<file path="src/sv/sv39ptm_pkg.sv">
// Package for the Sv39 page table mapper: field widths, constants,
// status and operation codes and the structs shared between modules.
// No dependencies.
`default_nettype none

package sv39ptm_pkg;

   localparam int PPN_W             = 44;
   localparam int VPN_W             = 27;
   localparam int ENTRY_W           = 64;
   localparam int COUNT_W           = 7;
   localparam int PERM_W            = 8;
   localparam int LOC_W             = 15;
   localparam int USE_W             = 7;
   localparam int STATUS_W          = 2;
   localparam int ENTRIES_PER_TABLE = 512;
   localparam int SLOT_W            = $clog2(ENTRIES_PER_TABLE);
   localparam int MAX_RANGE_PAGES   = 64;
   localparam int POOL_PAGES_DEF    = 64;
   localparam int PPN_LSB           = 10;

   localparam logic [PPN_W-1:0] POOL_BASE_RESET = 44'd524288;

   localparam logic [STATUS_W-1:0] ST_MAPPED    = 2'd0;
   localparam logic [STATUS_W-1:0] ST_EXHAUSTED = 2'd1;
   localparam logic [STATUS_W-1:0] ST_OUTSIDE   = 2'd2;

   localparam logic ALU_ADD = 1'b0;
   localparam logic ALU_SUB = 1'b1;

   typedef struct packed {
      logic             op;
      logic [PPN_W-1:0] a;
      logic [PPN_W-1:0] b;
   } alu_req_type;

   typedef struct packed {
      logic [PPN_W-1:0] sum;
      logic             beyond_pool;
   } alu_rsp_type;

endpackage

`default_nettype wire

</file>
<file path="src/sv/sv39ptm_alu.sv">
// Shared 44-bit add/subtract unit with a compare against the pool size.
// Depends on sv39ptm_pkg.
`default_nettype none

module sv39ptm_alu #(
   parameter int POOL_PAGES = sv39ptm_pkg::POOL_PAGES_DEF
) (
   input  sv39ptm_pkg::alu_req_type alu_req,
   output sv39ptm_pkg::alu_rsp_type alu_rsp
);

   logic [sv39ptm_pkg::PPN_W-1:0] sum;

   always_comb begin
      if (alu_req.op == sv39ptm_pkg::ALU_SUB) begin
         sum = alu_req.a - alu_req.b;
      end else begin
         sum = alu_req.a + alu_req.b;
      end
   end

   assign alu_rsp.sum         = sum;
   assign alu_rsp.beyond_pool = (sum >= sv39ptm_pkg::PPN_W'(POOL_PAGES));

endmodule

`default_nettype wire

</file>
<file path="config.mk">
export PLATFORM = sky130hd
export DESIGN_NAME = sv39ptm_alu
export DESIGN_NICKNAME = d
export VERILOG_FILES = /design/src/sv/sv39ptm_pkg.sv /design/src/sv/sv39ptm_alu.sv
export SDC_FILE = /design/constraint.sdc
export NUM_CORES = 1
export LEC_CHECK = 0
export ABC_AREA = 0
export BUFFER_PORTS_ARGS = -buffer_cell sky130_fd_sc_hd__buf_2
export CORE_UTILIZATION = 42
export DETAILED_ROUTE_END_ITERATION = 7
export PLACE_DENSITY = 0.69
export REMOVE_ABC_BUFFERS = 1
export SLEW_MARGIN = 20
export SYNTH_ARGS = -nofsm -noshare
export SYNTH_HDL_FRONTEND = slang
export SYNTH_SLANG_ARGS = --single-unit
</file>
<file path="constraint.sdc">
create_clock -name vclk -period 6.7
set_clock_uncertainty 0.15 [all_clocks]
set_input_delay 0.335 -clock vclk [all_inputs]
set_output_delay 0.335 -clock vclk [all_outputs]
set_load 0.05 [all_outputs]
</file>
; ---- Yosys cells after proc, flatten, opt, wreduce, memory -nomap -nowiden
; Cells that the tools add are included.
[totals]
output_inout_bits = 45
register_bits = 0
wordCells = 4
[classes]
muxes = 1
add_sub_neg = 2
magnitude_cmp = 1
[op_table]
columns = cell, n
row1 = $add 44x44->44, 1
row2 = $ge 44x7->1 const B, 1
row3 = $mux 44, 1
row4 = $sub 44x44->44, 1

; ---- Depth between registers and ports, before layout
; Gate-level depths: netlist (run 1).
[depth]
word_depth = 3
ltp_mapped = 21

; ---- Worst setup path after synthesis (run 1)
; No wires, ideal clock.
[synth_path]
kind = input to output
from = in alu_req[6] (netlist name)
to = out alu_rsp[0] (netlist name)
arrival_time_ns = 4.975
required_time_ns = 6.215
path_stages = 17
setup_slack_ns = 1.240
path_cell_list = or4_4 > nor4_2 > and2_1 > a21oi_1 > xnor2_1 > ha_1 > clkbuf_1 > nand2_1 > o21ai_0 > nor3_1 > a31oi_1 > nand2_1 > a311oi_1 > or4_1 > nor4_1 > and4_1 > nand4b_1
[synth_rtl]
columns = item, line
row1 = from (decl), sv39ptm_alu.sv:8  ; input sv39ptm_pkg::alu_req_type alu_req,
row2 = to (decl), sv39ptm_alu.sv:9  ; output sv39ptm_pkg::alu_rsp_type alu_rsp

==> out/results.ini, run 1 <==
[yosys]
synthTopCellsByArea=xnor2_1 (15%), ha_1 (15%), a21oi_1 (9.2%), nor2_1 (5.2%), nand2_1 (5.1%)
synthCells=553
syn_area_sq_um=3700
synth_common_cells=a21oi_1 (68), xnor2_1 (64), nor2_1 (51)
seq_area_frac_synth=0
yosys.area.top_type=xnor2_1
synth_area_per_cell_sq_um=6.69
synthDistinctLibCells=68
yosysWarnings=0
yosysTopAreaCellShare=0.151
synth.most_common_cell=a21oi_1

[worst_setup_path]
critPathKind=in2out
arrival_ns=5.23
critPathCapture=alu_rsp[0]
crit_start=alu_req[2]
required_ns=6.21
critPathMaxFanout=6
cp-start-kind=input pin
cp-end-kind=output port

[cells_and_area]
n_fill_cell=892
final_cell_area_sq_um=4410
syn_to_final_growth_pct=19.1
stdcell_count=770
design.seq.count=0
drive_gt1_frac=0.239
regArea_sq_um=0
nClkBuffers=0
final_nets=801
insertedDiodeCount=0

[run_status]
status=finished, final reports clean

[timing]
tightestPinTransition_ns=0.683
finalCriticalPeriod_ns=5.72
fin_hold_ws_ns=0.977
period_share=0.853
finalMaxSlewViolations=0
hold_violations=0
fin_setup_tns_ns=0
worst_slack_ns=0.982
setup_violations=0
fmax_mhz=175
slew_headroom=0.541
rsz0062_at_grt=false

[grt]
track_usage=0.274
grt_max_degree=29
antenna_found_initial=0
overflow=0
grt_pass1_vias=4311
grt_pass1_wl_mm=20.3

[placement]
dp_hpwl_mm=11.0
place_area_sq_um=4410
placedCellCount=770
io_buffers=134
post-place-ws_ns=1.07
place.gp.congestion=0.965

[pwr]
pwr-share-comb=1.000
power_density_nw_per_um2=219
power.switching_w=0.000693
swShare=0.719
vdd_ir_drop_max_mv=0.121
clkPwrFrac=0
static-leakage-power_nw=1.94
intPower_w=0.000271
p_seq_frac=0

[clock_network]
post_cts_resized=0
cts_hold_buf=0
post_cts_buffers=0

[job]
drv_cap=0

[routing]
drc=0
wl_mm=12.8
post_drt_wl_per_cell_um=16.6
num_vias=4600
routed_via_density=5.97
drt_iter0_drc=266
drt_first_pass_iters=5
antenna_left=0

[die]
die-area_sq_um=9190
fp.dieH_um=95.9
dieWidth_um=95.9
io_pins=134
row_count=33
core_sq_um=8380
initial_core_util=0.442

[min_path]
hold_path.class=in2out

-- metrics by stage --
| step | util | power (W) |
|---|---|---|
| after floorplan | - | 0.000715 |
| after global placement | 0.526 | 0.000946 |
| after detailed placement | 0.526 | 0.000951 |
| after CTS | 0.526 | 0.000954 |
| after global routing | 0.526 | 0.00103 |
| final | 0.526 | 0.000964 |
-- cell families after synthesis --
family,synth area share
AND/OR/NAND/NOR,0.285
multiplexers,0.00270
adder cells (fa/ha/maj),0.154
buffers and inverters,0.0500
AO/OA/AOI/OAI,0.315
XOR/XNOR,0.194
-- layer usage --
layer / global-route usage / up-vias / share of wire
met1: 0.371 / 2115 / 0.45
met2: 0.461 / 192 / 0.45
met3: 0.0363 / 16 / 0.076
met4: 0.0547 / 0 / 0.017
met5: 0 / - / 0
li1: - / 2277 / -
-- power by group through the flow --
| stage | Combinational [W] | Clock, W | Sequential (W) |
|---|---|---|---|
| after CTS | 0.000954 | 0 | 0 |
| final | 0.000964 | 0 | 0 |
| after global routing | 0.00103 | 0 | 0 |
| after floorplan | 0.000715 | 0 | 0 |
| after global placement | 0.000946 | 0 | 0 |
| after detailed placement | 0.000951 | 0 | 0 |
-- area by class of cell --
type,instances,area [sq um],share of cell area
inverters,20,75.1,0.0170
multi-input cells,509,3520,0.798
well taps,105,131,0.0298
repair buffers,136,686,0.156
-- how the worst min path moves through the flow --
stage	end	cells after the start	start
6_report	alu_rsp[1]	4	alu_req[0]
3_3_place_gp	alu_rsp[1]	4	alu_req[0]
5_1_grt	alu_rsp[1]	4	alu_req[0]
3_5_place_dp	alu_rsp[1]	4	alu_req[0]
2_1_floorplan	alu_rsp[1]	2	alu_req[0]
4_1_cts	alu_rsp[1]	4	alu_req[0]
-- cell usage in the layout, fill, tap and decap left out, types with 14 or more instances in the layout --
master / instances
xor2_1: 16
nand2_1: 50
nand4_1: 14
xnor2_1: 64
nor2_1: 51
nor3_1: 20
a21o_1: 16
a31oi_1: 18
ha_1: 44
buf_2: 134
a21oi_1: 68
o21ai_0: 19
inv_1: 20
-- critical path: stages --
cell      delay, ns
buf_2          0.13
nor4_2         0.40
nand2_1        0.15
nor4_2         0.22
buf_4          0.17
nand2_1        0.07
nor3_1         0.54
a31oi_1        0.20
xnor2_1        0.17
ha_1           0.36
nand2_1        0.16
nor4_1         0.49
a221oi_1       0.17
o21bai_1       0.16
nor3_1         0.08
xnor2_1        0.16
or3_1          0.38
nor4_1         0.29
and4_1         0.27
nand4b_1       0.10
buf_2          0.22
(Power assumes the default switching activity.)
==> run 2, diff against run 1 <==
==> constraint.sdc (replaced) <==
create_clock -name vclk -period 6.7
set_clock_uncertainty 0.15 [all_clocks]
set_input_delay 0.67 -clock vclk [all_inputs]
set_output_delay 0.67 -clock vclk [all_outputs]
set_load 0.05 [all_outputs]
==> run 2 against run 1 <==
  * Final area is 0.54% higher
  * Die area stayed put
  * Power is 0.36% higher
  * Sequential share of layout area stayed put
  * Critical path type unchanged
  * Largest cell class unchanged
  * Largest power group unchanged
==> out/results.ini, run 2 (synthesis results as in run 1) <==
[pwr]
power_density_nw_per_um2=218  ; -0.18%
vdd_ir_drop_max_mv=0.130  ; +7.3%
static-leakage-power_nw=1.95  ; +0.70%

[placement]
io_buffers=134  ; unchanged
place_area_sq_um=4420  ; +0.34%
place.gp.congestion=0.995  ; +3.1%
dp_hpwl_mm=11.1  ; +1.2%
placedCellCount=772  ; +0.26%

[timing]
finalCriticalPeriod_ns=6.24  ; +0.523 ns
fin_setup_tns_ns=0  ; unchanged
setup_violations=0  ; unchanged
hold_violations=0  ; unchanged
fin_hold_ws_ns=1.64  ; +0.664 ns
period_share=0.932  ; +0.0781
finalMaxSlewViolations=0  ; unchanged
tightestPinTransition_ns=0.596  ; -0.0868 ns
slew_headroom=0.597  ; +0.0558
rsz0062_at_grt=false
fmax_mhz=160  ; -8.4%

[grt]
overflow=0  ; unchanged
grt_pass1_vias=4077  ; -5.4%
track_usage=0.269  ; -0.00484
grt_pass1_wl_mm=19.5  ; -3.6%
grt_max_degree=20  ; -31%
antenna_found_initial=0  ; unchanged

[worst_setup_path]
crit_buf_inv=3  ; unchanged
critical_path.most_common_cell=nand2_1
critPathKind=in2out
path_delay_family=simple AND/OR/NAND/NOR gates
cp-start-kind=input pin
cp-end-kind=output port
critPathMaxFanout=6  ; unchanged
cp_cell_sequence=buf_2, nor4_2, nand2_1, nor4_4, nand2_1, nor3_1, buf_4, a31oi_1, xnor2_1, ha_1, nand2_1, nor4_1, nor4b_1, nor3_1, xnor2_1, or3_1, nor4_1, and4_1, nand4b_1, buf_2
slowest_delay_ns=0.51  ; -0.03 ns
required_ns=5.88  ; -0.33 ns
cp_slowest_cell=nor4_1
arrival_ns=5.42  ; +0.19 ns

[routing]
drt_iter0_drc=263  ; -1.1%
drt_first_pass_iters=5  ; unchanged
routed_via_density=5.96  ; -0.30%
wl_mm=12.7  ; -0.47%
post_drt_wl_per_cell_um=16.4  ; -0.73%
antenna_left=0  ; unchanged
drc=0  ; unchanged
num_vias=4598  ; -0.043%

[cells_and_area]
nClkBuffers=0  ; unchanged
layout_commonest_cell=buf_2
final_cell_area_sq_um=4430  ; +0.54%
drive_gt1_frac=0.241  ; +0.00228
final_nets=803  ; +0.25%
design.seq.count=0  ; unchanged
syn_to_final_growth_pct=19.7
mostFrequentLayoutCells=buf_2 (134), a21oi_1 (68), xnor2_1 (64)
final_core_util=0.529  ; +0.00284
insertedDiodeCount=0  ; unchanged
regArea_sq_um=0  ; unchanged
stdcell_count=772  ; +0.26%

[die]
die-area_sq_um=9190  ; unchanged
core_sq_um=8380  ; unchanged
fp.dieH_um=95.9  ; unchanged
dieWidth_um=95.9  ; unchanged
row_count=33  ; unchanged
io_pins=134  ; unchanged
initial_core_util=0.442  ; unchanged

[clock_network]
cts_hold_buf=0  ; unchanged
post_cts_buffers=0  ; unchanged
post_cts_resized=0  ; unchanged

[job]
drv_cap=0  ; unchanged

[run_status]
status=finished, final reports clean

[min_path]
hold_path.class=in2out

## run 2: area by class of cell
cell class | instances | area (sq um)
Fill cell | 919 | 3950
Multi-Input combinational cell | 509 | 3520
Timing Repair Buffer | 138 | 701
Tap cell | 105 | 131
Inverter | 20 | 75.1
## run 2: final timing paths
path / startpoint / to / slack [ns] / depth (start not counted)
worst max-delay path: alu_req[2] / alu_rsp[0] / 0.46 / 20
worst min-delay path: alu_req[0] / alu_rsp[1] / 1.64 / 4
## run 2: tightest hold or removal path, cell delays in order
cell	delay, ns
buf_2	0.10
ha_1	0.13
inv_1	0.03
buf_2	0.20
## run 2: metal layers
metal  track usage  part of all wire  vias to the layer above
li1              -                 -                     2282
met2         0.459              0.46                      188
met4        0.0498             0.018                        0
met5             0                 0                        -
met3        0.0253             0.066                       20
met1         0.367              0.46                     2108
## run 2: per-stage QoR
| step | worst slack, ns | total power, W |
|---|---|---|
| 3_5_place_dp | 0.404 | 0.000955 |
| 5_1_grt | 0.0544 | 0.00103 |
| 6_report | 0.459 | 0.000967 |
| 3_3_place_gp | 0.548 | 0.000953 |
| 4_1_cts | 0.405 | 0.000958 |
| 2_1_floorplan | 0.675 | 0.000715 |
## run 2: where the power goes
group	switching, W	internal (W)
Combinational	0.000696	0.000272
Clock	0	0
Sequential	0	0
