### src/sv/sv39ptm_pkg.sv
// Package for the Sv39 page table mapper: field widths, constants,
// status and operation codes and the structs shared between modules.
// No dependencies.
`default_nettype none

package sv39ptm_pkg;

   localparam int PPN_W             = 44;
   localparam int VPN_W             = 27;
   localparam int ENTRY_W           = 64;
   localparam int COUNT_W           = 7;
   localparam int PERM_W            = 8;
   localparam int LOC_W             = 15;
   localparam int USE_W             = 7;
   localparam int STATUS_W          = 2;
   localparam int ENTRIES_PER_TABLE = 512;
   localparam int SLOT_W            = $clog2(ENTRIES_PER_TABLE);
   localparam int MAX_RANGE_PAGES   = 64;
   localparam int POOL_PAGES_DEF    = 64;
   localparam int PPN_LSB           = 10;

   localparam logic [PPN_W-1:0] POOL_BASE_RESET = 44'd524288;

   localparam logic [STATUS_W-1:0] ST_MAPPED    = 2'd0;
   localparam logic [STATUS_W-1:0] ST_EXHAUSTED = 2'd1;
   localparam logic [STATUS_W-1:0] ST_OUTSIDE   = 2'd2;

   localparam logic ALU_ADD = 1'b0;
   localparam logic ALU_SUB = 1'b1;

   typedef struct packed {
      logic             op;
      logic [PPN_W-1:0] a;
      logic [PPN_W-1:0] b;
   } alu_req_type;

   typedef struct packed {
      logic [PPN_W-1:0] sum;
      logic             beyond_pool;
   } alu_rsp_type;

endpackage

`default_nettype wire

### src/sv/sv39ptm_walker.sv
// Sequencer that walks levels two and one for each page, allocates pool
// pages, writes mapped leaves, gives one result per page. Depends on sv39ptm_pkg.
`default_nettype none

module sv39ptm_walker #(
   parameter int POOL_PAGES = sv39ptm_pkg::POOL_PAGES_DEF
) (
   input  wire                                    clock,
   input  wire                                    reset,
   input  wire                                    start,
   output logic                                   busy,
   input  wire [sv39ptm_pkg::VPN_W-1:0]           req_first_virtual_page,
   input  wire [sv39ptm_pkg::PPN_W-1:0]           req_first_physical_page,
   input  wire [sv39ptm_pkg::COUNT_W-1:0]         req_page_count,
   input  wire [sv39ptm_pkg::PERM_W-1:0]          req_permission_bits,
   input  wire [sv39ptm_pkg::PPN_W-1:0]           pool_base_ppn,
   input  wire                                    tbl_clear_busy,
   output logic                                   tbl_we,
   output logic [$clog2(POOL_PAGES)+sv39ptm_pkg::SLOT_W-1:0] tbl_addr,
   output logic [sv39ptm_pkg::ENTRY_W-1:0]        tbl_wdata,
   input  wire [sv39ptm_pkg::ENTRY_W-1:0]         tbl_rdata,
   output sv39ptm_pkg::alu_req_type               alu_req,
   input  sv39ptm_pkg::alu_rsp_type               alu_rsp,
   output logic                                   rsp_strobe,
   output logic [sv39ptm_pkg::ENTRY_W-1:0]        rsp_leaf_entry,
   output logic [sv39ptm_pkg::LOC_W-1:0]          rsp_entry_location,
   output logic [sv39ptm_pkg::USE_W-1:0]          rsp_pages_in_use,
   output logic [sv39ptm_pkg::STATUS_W-1:0]       rsp_map_status,
   output logic                                   rsp_last_of_range
);

   localparam int PW      = $clog2(POOL_PAGES);
   localparam int AW      = PW + sv39ptm_pkg::SLOT_W;
   localparam int CW      = $clog2(POOL_PAGES + 1);
   localparam int SW      = sv39ptm_pkg::SLOT_W;
   localparam int LOC_EXT = (AW > sv39ptm_pkg::LOC_W) ? AW : sv39ptm_pkg::LOC_W;
   localparam int USE_EXT = (CW > sv39ptm_pkg::USE_W) ? CW : sv39ptm_pkg::USE_W;

   localparam logic [2:0] S_IDLE  = 3'd0;
   localparam logic [2:0] S_ADDR  = 3'd1;
   localparam logic [2:0] S_FETCH = 3'd2;
   localparam logic [2:0] S_CHECK = 3'd3;
   localparam logic [2:0] S_EMIT  = 3'd4;
   localparam logic [2:0] S_STEP  = 3'd5;

   logic [2:0]                          state_ff, state_in;
   logic                                lvl1_ff, lvl1_in;
   logic [PW-1:0]                       cur_ff, cur_in;
   logic [AW-1:0]                       addr_ff, addr_in;
   logic [sv39ptm_pkg::VPN_W-1:0]       vpn_ff, vpn_in;
   logic [sv39ptm_pkg::PPN_W-1:0]       ppn_ff, ppn_in;
   logic [sv39ptm_pkg::PERM_W-1:0]      perm_ff, perm_in;
   logic [sv39ptm_pkg::COUNT_W-1:0]     rem_ff, rem_in;
   logic [sv39ptm_pkg::STATUS_W-1:0]    status_ff, status_in;
   logic [CW-1:0]                       next_free_ff, next_free_in;

   logic                                rsp_strobe_ff, rsp_strobe_in;
   logic [sv39ptm_pkg::ENTRY_W-1:0]     rsp_leaf_ff, rsp_leaf_in;
   logic [sv39ptm_pkg::LOC_W-1:0]       rsp_loc_ff, rsp_loc_in;
   logic [sv39ptm_pkg::USE_W-1:0]       rsp_use_ff, rsp_use_in;
   logic [sv39ptm_pkg::STATUS_W-1:0]    rsp_status_ff, rsp_status_in;
   logic                                rsp_last_ff, rsp_last_in;

   logic [sv39ptm_pkg::COUNT_W-1:0]     count_clamped;
   logic [sv39ptm_pkg::ENTRY_W-1:0]     leaf;
   logic [sv39ptm_pkg::ENTRY_W-1:0]     pointer;
   logic [PW-1:0]                       new_page;
   logic                                pool_full;
   logic [LOC_EXT-1:0]                  loc_ext;
   logic [USE_EXT-1:0]                  use_ext;

   assign busy = (state_ff != S_IDLE) | tbl_clear_busy;

   assign leaf    = {10'd0, ppn_ff, 2'b00, perm_ff | 8'h01};
   assign pointer = {10'd0, alu_rsp.sum, 9'd0, 1'b1};
   assign pool_full = (next_free_ff >= CW'(POOL_PAGES));
   assign loc_ext   = LOC_EXT'(addr_ff);
   assign use_ext   = USE_EXT'(next_free_ff);

   always_comb begin
      if (req_page_count > sv39ptm_pkg::COUNT_W'(sv39ptm_pkg::MAX_RANGE_PAGES)) begin
         count_clamped = sv39ptm_pkg::COUNT_W'(sv39ptm_pkg::MAX_RANGE_PAGES);
      end else begin
         count_clamped = req_page_count;
      end
   end

   always_comb begin
      state_in      = state_ff;
      lvl1_in       = lvl1_ff;
      cur_in        = cur_ff;
      addr_in       = addr_ff;
      vpn_in        = vpn_ff;
      ppn_in        = ppn_ff;
      perm_in       = perm_ff;
      rem_in        = rem_ff;
      status_in     = status_ff;
      next_free_in  = next_free_ff;
      rsp_strobe_in = 1'b0;
      rsp_leaf_in   = rsp_leaf_ff;
      rsp_loc_in    = rsp_loc_ff;
      rsp_use_in    = rsp_use_ff;
      rsp_status_in = rsp_status_ff;
      rsp_last_in   = rsp_last_ff;
      tbl_we        = 1'b0;
      tbl_wdata     = leaf;
      new_page      = '0;
      alu_req.op    = sv39ptm_pkg::ALU_ADD;
      alu_req.a     = '0;
      alu_req.b     = '0;

      unique case (state_ff)
         S_IDLE: begin
            if (start && !tbl_clear_busy) begin
               vpn_in    = req_first_virtual_page;
               ppn_in    = req_first_physical_page;
               perm_in   = req_permission_bits;
               rem_in    = count_clamped;
               status_in = sv39ptm_pkg::ST_MAPPED;
               lvl1_in   = 1'b0;
               cur_in    = '0;
               if (count_clamped != '0) begin
                  state_in = S_ADDR;
               end
            end
         end
         S_ADDR: begin
            if (lvl1_ff) begin
               addr_in = {cur_ff, vpn_ff[2*SW-1:SW]};
            end else begin
               addr_in = {cur_ff, vpn_ff[3*SW-1:2*SW]};
            end
            state_in = S_FETCH;
         end
         S_FETCH: begin
            state_in = S_CHECK;
         end
         S_CHECK: begin
            if (tbl_rdata[0]) begin
               alu_req.op = sv39ptm_pkg::ALU_SUB;
               alu_req.a  = tbl_rdata[sv39ptm_pkg::PPN_LSB +: sv39ptm_pkg::PPN_W];
               alu_req.b  = pool_base_ppn;
               new_page   = alu_rsp.sum[PW-1:0];
               if (alu_rsp.beyond_pool) begin
                  status_in = sv39ptm_pkg::ST_OUTSIDE;
               end
            end else begin
               alu_req.a = pool_base_ppn;
               alu_req.b = sv39ptm_pkg::PPN_W'(next_free_ff);
               new_page  = next_free_ff[PW-1:0];
               if (pool_full) begin
                  status_in = sv39ptm_pkg::ST_EXHAUSTED;
               end else begin
                  tbl_we       = 1'b1;
                  tbl_wdata    = pointer;
                  next_free_in = next_free_ff + 1'b1;
               end
            end
            if ((tbl_rdata[0] && alu_rsp.beyond_pool) || (!tbl_rdata[0] && pool_full)) begin
               state_in = S_EMIT;
            end else if (!lvl1_ff) begin
               cur_in   = new_page;
               lvl1_in  = 1'b1;
               state_in = S_ADDR;
            end else begin
               cur_in   = new_page;
               addr_in  = {new_page, vpn_ff[SW-1:0]};
               state_in = S_EMIT;
            end
         end
         S_EMIT: begin
            tbl_we        = (status_ff == sv39ptm_pkg::ST_MAPPED);
            tbl_wdata     = leaf;
            alu_req.a     = ppn_ff;
            alu_req.b     = sv39ptm_pkg::PPN_W'(1);
            ppn_in        = alu_rsp.sum;
            rsp_strobe_in = 1'b1;
            rsp_leaf_in   = leaf;
            rsp_loc_in    = (status_ff == sv39ptm_pkg::ST_MAPPED) ?
                            loc_ext[sv39ptm_pkg::LOC_W-1:0] : '0;
            rsp_use_in    = use_ext[sv39ptm_pkg::USE_W-1:0];
            rsp_status_in = status_ff;
            rsp_last_in   = (rem_ff == sv39ptm_pkg::COUNT_W'(1));
            rem_in        = rem_ff - 1'b1;
            state_in      = (rem_ff == sv39ptm_pkg::COUNT_W'(1)) ? S_IDLE : S_STEP;
         end
         S_STEP: begin
            alu_req.a = sv39ptm_pkg::PPN_W'(vpn_ff);
            alu_req.b = sv39ptm_pkg::PPN_W'(1);
            vpn_in    = alu_rsp.sum[sv39ptm_pkg::VPN_W-1:0];
            status_in = sv39ptm_pkg::ST_MAPPED;
            lvl1_in   = 1'b0;
            cur_in    = '0;
            state_in  = S_ADDR;
         end
         default: begin
            state_in = S_IDLE;
         end
      endcase
   end

   always_ff @(posedge clock) begin
      if (reset) begin
         state_ff      <= S_IDLE;
         next_free_ff  <= CW'(1);
         rsp_strobe_ff <= 1'b0;
      end else begin
         state_ff      <= state_in;
         next_free_ff  <= next_free_in;
         rsp_strobe_ff <= rsp_strobe_in;
      end
   end

   always_ff @(posedge clock) begin
      lvl1_ff       <= lvl1_in;
      cur_ff        <= cur_in;
      addr_ff       <= addr_in;
      vpn_ff        <= vpn_in;
      ppn_ff        <= ppn_in;
      perm_ff       <= perm_in;
      rem_ff        <= rem_in;
      status_ff     <= status_in;
      rsp_leaf_ff   <= rsp_leaf_in;
      rsp_loc_ff    <= rsp_loc_in;
      rsp_use_ff    <= rsp_use_in;
      rsp_status_ff <= rsp_status_in;
      rsp_last_ff   <= rsp_last_in;
   end

   assign tbl_addr           = addr_ff;
   assign rsp_strobe         = rsp_strobe_ff;
   assign rsp_leaf_entry     = rsp_leaf_ff;
   assign rsp_entry_location = rsp_loc_ff;
   assign rsp_pages_in_use   = rsp_use_ff;
   assign rsp_map_status     = rsp_status_ff;
   assign rsp_last_of_range  = rsp_last_ff;

   a_pool_bound: assert property (@(posedge clock) disable iff (reset)
      next_free_ff <= CW'(POOL_PAGES))
      else $error("allocation counter ran past the pool");

   a_strobe_src: assert property (@(posedge clock) disable iff (reset)
      rsp_strobe_ff |-> $past(state_ff == S_EMIT))
      else $error("result strobe without an emit cycle");

   a_skip_loc: assert property (@(posedge clock) disable iff (reset)
      (rsp_strobe_ff && rsp_status_ff != sv39ptm_pkg::ST_MAPPED) |-> (rsp_loc_ff == '0))
      else $error("skipped page reports a location");

   a_alloc_step: assert property (@(posedge clock) disable iff (reset)
      (state_ff == S_CHECK && tbl_we) |=> (next_free_ff == CW'($past(next_free_ff) + 1'b1)))
      else $error("pointer written without a page allocated");

   a_no_walk_clear: assert property (@(posedge clock) disable iff (reset)
      tbl_clear_busy |-> (state_ff == S_IDLE))
      else $error("walk running during the clearing pass");

endmodule

`default_nettype wire

### config.mk
export PLATFORM = sky130hd
export DESIGN_NAME = sv39ptm_walker
export DESIGN_NICKNAME = d
export VERILOG_FILES = /design/src/sv/sv39ptm_pkg.sv /design/src/sv/sv39ptm_walker.sv
export SDC_FILE = /design/constraint.sdc
export NUM_CORES = 1
export LEC_CHECK = 0
export ABC_CLOCK_PERIOD_IN_PS = 2700
export BUFFER_PORTS_ARGS = -buffer_cell sky130_fd_sc_hd__buf_2
export CAP_MARGIN = 40
export CORE_AREA = 8 8 188 190
export DETAILED_ROUTE_END_ITERATION = 8
export DIE_AREA = 0 0 196 198
export SLEW_MARGIN = 5
export SYNTH_ARGS = -nofsm -noshare
export SYNTH_HDL_FRONTEND = slang
export SYNTH_SLANG_ARGS = --single-unit
### constraint.sdc
create_clock -name clock -period 2.7 [get_ports clock]
set_input_delay 0.27 -clock clock [delete_from_list [all_inputs] [get_ports clock]]
set_output_delay 0.27 -clock clock [all_outputs]
set_load 0.1 [all_outputs]
Word level (Yosys, flattened, before mapping)
Cells that the tools add are included.
{"block": "classes", "mux": 40, "reduce_logical": 22, "order_cmp": 2, "n_bitwise": 3, "eq_ne": 12, "addsub": 2}
{"operator": "88-bit case mux with 3 select lines", "count": 1}
{"operator": "54-bit 2-to-1 mux", "count": 3}
{"operator": "88-bit 2-to-1 mux", "count": 1}
{"operator": "44-bit case mux with 2 select lines", "count": 1}
{"operator": "27-bit case mux with 2 select lines", "count": 1}
{"operator": "44-bit 2-to-1 mux", "count": 1}
{"operator": "15-bit 2-to-1 mux", "count": 2}
{"operator": "15-bit case mux with 2 select lines", "count": 1}
{"operator": "27-bit 2-to-1 mux", "count": 1}
{"operator": "6-bit 2-to-1 mux", "count": 3}
{"operator": "3-bit case mux with 6 select lines", "count": 1}
{"operator": "6-bit case mux with 3 select lines", "count": 1}
{"operator": "3-bit 2-to-1 mux", "count": 5}
{"operator": "7-bit 2-to-1 mux", "count": 2}
{"operator": "7-bit case mux with 2 select lines", "count": 1}
{"operator": "9-bit 2-to-1 mux", "count": 1}
{"operator": "3-bit AND reduction", "count": 3}
{"operator": "2-bit 2-to-1 mux", "count": 4}
{"operator": "2-bit inequality test (second input constant)", "count": 4}
{"operator": "2-bit AND reduction", "count": 4}
{"operator": "7-bit by 1-bit adder with 7-bit output (second input constant)", "count": 1}
{"operator": "7-bit by 1-bit == test with 1-bit output (second input constant)", "count": 1}
{"operator": "7-bit greater-or-equal comparator (second input constant)", "count": 1}
{"operator": "7-bit > comparator (second input constant)", "count": 1}
{"operator": "20 further kinds", "count": 36}
{"block": "totals", "out_inout_bits": 260, "ff_bits": 197, "elab_cells": 97}

Longest topological paths before layout
{"block": "depth", "ltp_word": 6, "ltp_mapped": 7, "ltp_nobuf": 6}

Worst setup path after synthesis
OpenSTA, ideal clock, no wires.
{"block": "synth_timing", "kind": "register to output", "startpoint": "register state_ff[0]", "endpoint": "output port alu_req[83] (netlist bit)", "arrival_time_ns": 3.053, "n_path_buf": 2, "setup_slack_ns": -0.623, "t_required_ns": 2.430, "path_stages_with_launch": 5, "path_cell_list": "dfxtp_1 > nand3b_4 > clkbuf_1 > clkbuf_1 > o21ai_0"}
{"element": "start: declaration", "line": "sv39ptm_walker.sv:46", "source": "logic [2:0] state_ff, state_in;"}
{"element": "start signal: assignment", "line": "sv39ptm_walker.sv:208", "source": "state_ff <= state_in;"}
{"element": "end: declaration", "line": "sv39ptm_walker.sv:22", "source": "output sv39ptm_pkg::alu_req_type alu_req,"}

Worst setup path after layout
{"block": "layout_timing", "startpoint": "register state_ff[2]", "endpoint": "output port tbl_wdata[24] (netlist bit)"}
{"block": "layout_via", "elab_chain_len": 2}
{"element": "3-bit by 2-bit == test with 1-bit output", "line": "sv39ptm_walker.sv:112", "source": "unique case (state_ff)"}
{"element": "54-bit 2-to-1 mux", "line": "sv39ptm_walker.sv:112"}
{"element": "end: declaration", "line": "sv39ptm_walker.sv:20", "source": "output logic [sv39ptm_pkg::ENTRY_W-1:0] tbl_wdata,"}
Every way passes these cells.

==> flow_summary.json <==
{
  "total_leakage_power_nw": 6.34,
  "grt_pass1_vias": 8575,
  "die_x_um": 196,
  "critPathLaunchType": "register",
  "ys_top_cells_by_area": "edfxtp_1 (56%), mux2i_1 (8.3%), mux2_2 (7.8%)",
  "pre_cts_slack_ps": 391,
  "vias": 8278,
  "worstMarginPinSlew_ps": 626,
  "postSynthAreaPerCell_um2": 11.8,
  "grt_antenna_before_repair": 3,
  "cts_tree": "built",
  "drt-initial-drc-count": 427,
  "hold-path-cell-count": 3,
  "relSlewSlack_pct": 58.2,
  "wirelength_um": 38900,
  "synth_top_cell_by_area": "edfxtp_1",
  "power.density_mw_per_mm2": 666,
  "clock.fmax_mhz": 386,
  "yosys_warnings": 0,
  "dp_hpwl_um": 29700,
  "track_usage_pct": 19.0,
  "arrival_ps": 2320,
  "timing.final.crit_share_pct": 96.0,
  "area_growth_pct": 49.0,
  "dr.pass1.iters": 5,
  "wl_per_cell_um": 22.8,
  "core_mm2": 0.0322,
  "path_class": "register to output port",
  "ys_seq_area_share_pct": 58.0,
  "drc": 0,
  "viasPerCell": 4.85,
  "clk_pin_slew_ps": 80,
  "netlist_area_mm2": 0.00996,
  "ys_seq_elements": 196,
  "fin_util_pct": 46.1,
  "layout_setup_ws_ps": 108,
  "grt_max_degree": 64,
  "synth_top_cells_by_count": "edfxtp_1 (185), nand2_1 (159), mux2i_1 (83), mux2_2 (69), and3_1 (37)",
  "start_util_pct": 30.9,
  "synth_cell_types": 39,
  "rsz0062_at_grt": "true",
  "hp-class": "primary input to register",
  "async_flop_share_pct": 0,
  "nets": 1531,
  "place.port_buffers": 456,
  "finalSetupViolCount": 0,
  "cap_violations": 0,
  "clock_latency_ps": 440,
  "irDropWorstVdd_mv": 0.400,
  "synth_top_area_share_pct": 55.8,
  "layout_min_cycle_time_ps": 2590,
  "die_h_um": 198,
  "num_rows": 66,
  "cts.htree.levels": 4,
  "hold_slack_ps": 95.4,
  "status": "complete, no violations",
  "ant_nets": 0,
  "clockBufferDepth": 2,
  "fillers": 3032,
  "cp_max_fo": 27,
  "hold_viol_final": 0,
  "setup_tns_ps": 0,
  "root_buffer": "clkbuf_16",
  "io-pin-count": 503,
  "synth.most_common_cell": "edfxtp_1",
  "grt_remaining_overflow": 0,
  "endpoint_kind": "output port",
  "cts_buffers": 17,
  "synth_edf_count": 185,
  "clock-skew-final_ps": 10.4,
  "drive_gt1_share_pct": 47.2,
  "synth-main-ff-cell": "edfxtp_1",
  "critPathRequiredTime_ps": 2430,
  "place_congestion": 0.821,
  "slew_violations": 0,
  "reg2reg_depth": 4,
  "synthCells": 841,
  "dieArea_mm2": 0.0388,
  "grt_pass1_wl_um": 55200,
  "power_mw": 9.89,
  "cts.sink_count": 196
}
==> cells in the final DEF (no fill, tap or decap), types with 3 or more instances in the layout <==
| cell | n |
|---|---|
| nor2_1 | 34 |
| nor4_1 | 4 |
| ha_1 | 3 |
| dlygate4sd3_1 | 7 |
| o21ai_1 | 13 |
| conb_1 | 26 |
| xnor2_1 | 9 |
| a21o_1 | 7 |
| o22ai_1 | 4 |
| buf_4 | 18 |
| nand2b_1 | 3 |
| a21oi_1 | 24 |
| mux2_2 | 69 |
| nand2_2 | 3 |
| buf_12 | 97 |
| mux2_1 | 3 |
| clkinv_8 | 3 |
| o21ai_0 | 16 |
| nand3b_1 | 6 |
| a31oi_1 | 3 |
| and3_1 | 37 |
| and2_1 | 17 |
| nand2_1 | 156 |
| dfxtp_1 | 9 |
| nor2b_1 | 14 |
| inv_1 | 5 |
| o22ai_2 | 23 |
| edfxtp_1 | 185 |
| inv_8 | 4 |
| nor3_1 | 5 |
| buf_2 | 361 |
| mux2i_1 | 83 |
| clkbuf_16 | 18 |
==> through the flow <==
stage	instances	instance area [um2]
2_1_floorplan	865	10200
3_3_place_gp	1666	14100
5_1_grt	1707	14800
6_report	1707	14800
4_1_cts	1705	14800
3_5_place_dp	1666	14100
==> power breakdown <==
| group | switching (mW) | internal [mW] | leakage [nW] |
|---|---|---|---|
| logic | 2.61 | 0.873 | 4.26 |
| clock network | 1.25 | 1.32 | 0.284 |
| registers | 0.176 | 3.65 | 1.79 |
| total | 4.04 | 5.84 | 6.34 |
==> area by class of cell <==
| cell class | count | area (um2) | share of cell area [%] |
|---|---|---|---|
| clock inverters | 14 | 163 | 1.10 |
| diodes | 1 | 2.50 | 0.0169 |
| inverters | 6 | 35.0 | 0.236 |
| clock buffers | 18 | 429 | 2.89 |
| well taps | 408 | 510 | 3.44 |
| multi-input cells | 578 | 3930 | 26.4 |
| flip-flops and latches | 196 | 5780 | 38.9 |
| repair buffers | 486 | 4000 | 26.9 |
==> critical path: stages (launching register included) <==
cell and delay (ps):
dfxtp_1 420, nand3b_4 240, nor3_4 230, clkbuf_16 300, mux2_2 360, buf_2 290
==> cells by family after synthesis <==
logic type | after synthesis | share of synthesized area (%)
buffers and inverters | 91 | 5.12
other | 2 | 0.0754
muxes | 155 | 16.5
AOI/OAI and AO/OA | 92 | 5.20
xor gates and xnor gates | 11 | 0.967
and+or+nand+nor | 291 | 13.8
adders and majority gates | 3 | 0.377
DFF | 196 | 58.0
==> path summary, 6_finish.rpt <==
kind | from | to | slack [ps]
worst min register to register | perm_ff[2] | rsp_leaf_entry[2] | 450
worst min-delay path | req_first_physical_page[16] | ppn_ff[16] | 100
worst max-delay path | state_ff[2] | tbl_wdata[24] | 110
worst max register to register | state_ff[2] | vpn_ff[3] | 480
==> flip-flops by register name, summed over array words and instances, names as in the netlist <==
name	cells
rsp_leaf_entry	51
perm_ff	7
tbl_addr	15
lvl1_ff	1
ppn_ff	44
state_ff	3
rsp_pages_in_use	7
vpn_ff	27
rsp_strobe	1
rsp_map_status	2
rsp_last_of_range	1
rsp_entry_location	15
rem_ff	7
next_free_ff	7
cur_ff	6
status_ff	2
==> metal layers <==
metal	GRT usage [%]	up-vias	part of all wire, %
li1	-	3890	-
met2	33.3	324	51
met3	5.04	32	6.3
met5	0	-	0.021
met4	4.74	2	1.4
met1	23.0	4030	42
==> repair_timing <==
action	4_1_cts	5_1_grt
endpoints found under the setup margin	47	71
buffers inserted	0	0
endpoints found under the hold margin	7	0
cloned	0	1
resized for setup	2	13
hold buffers	7	0
Power figures use the tool's default switching activity.
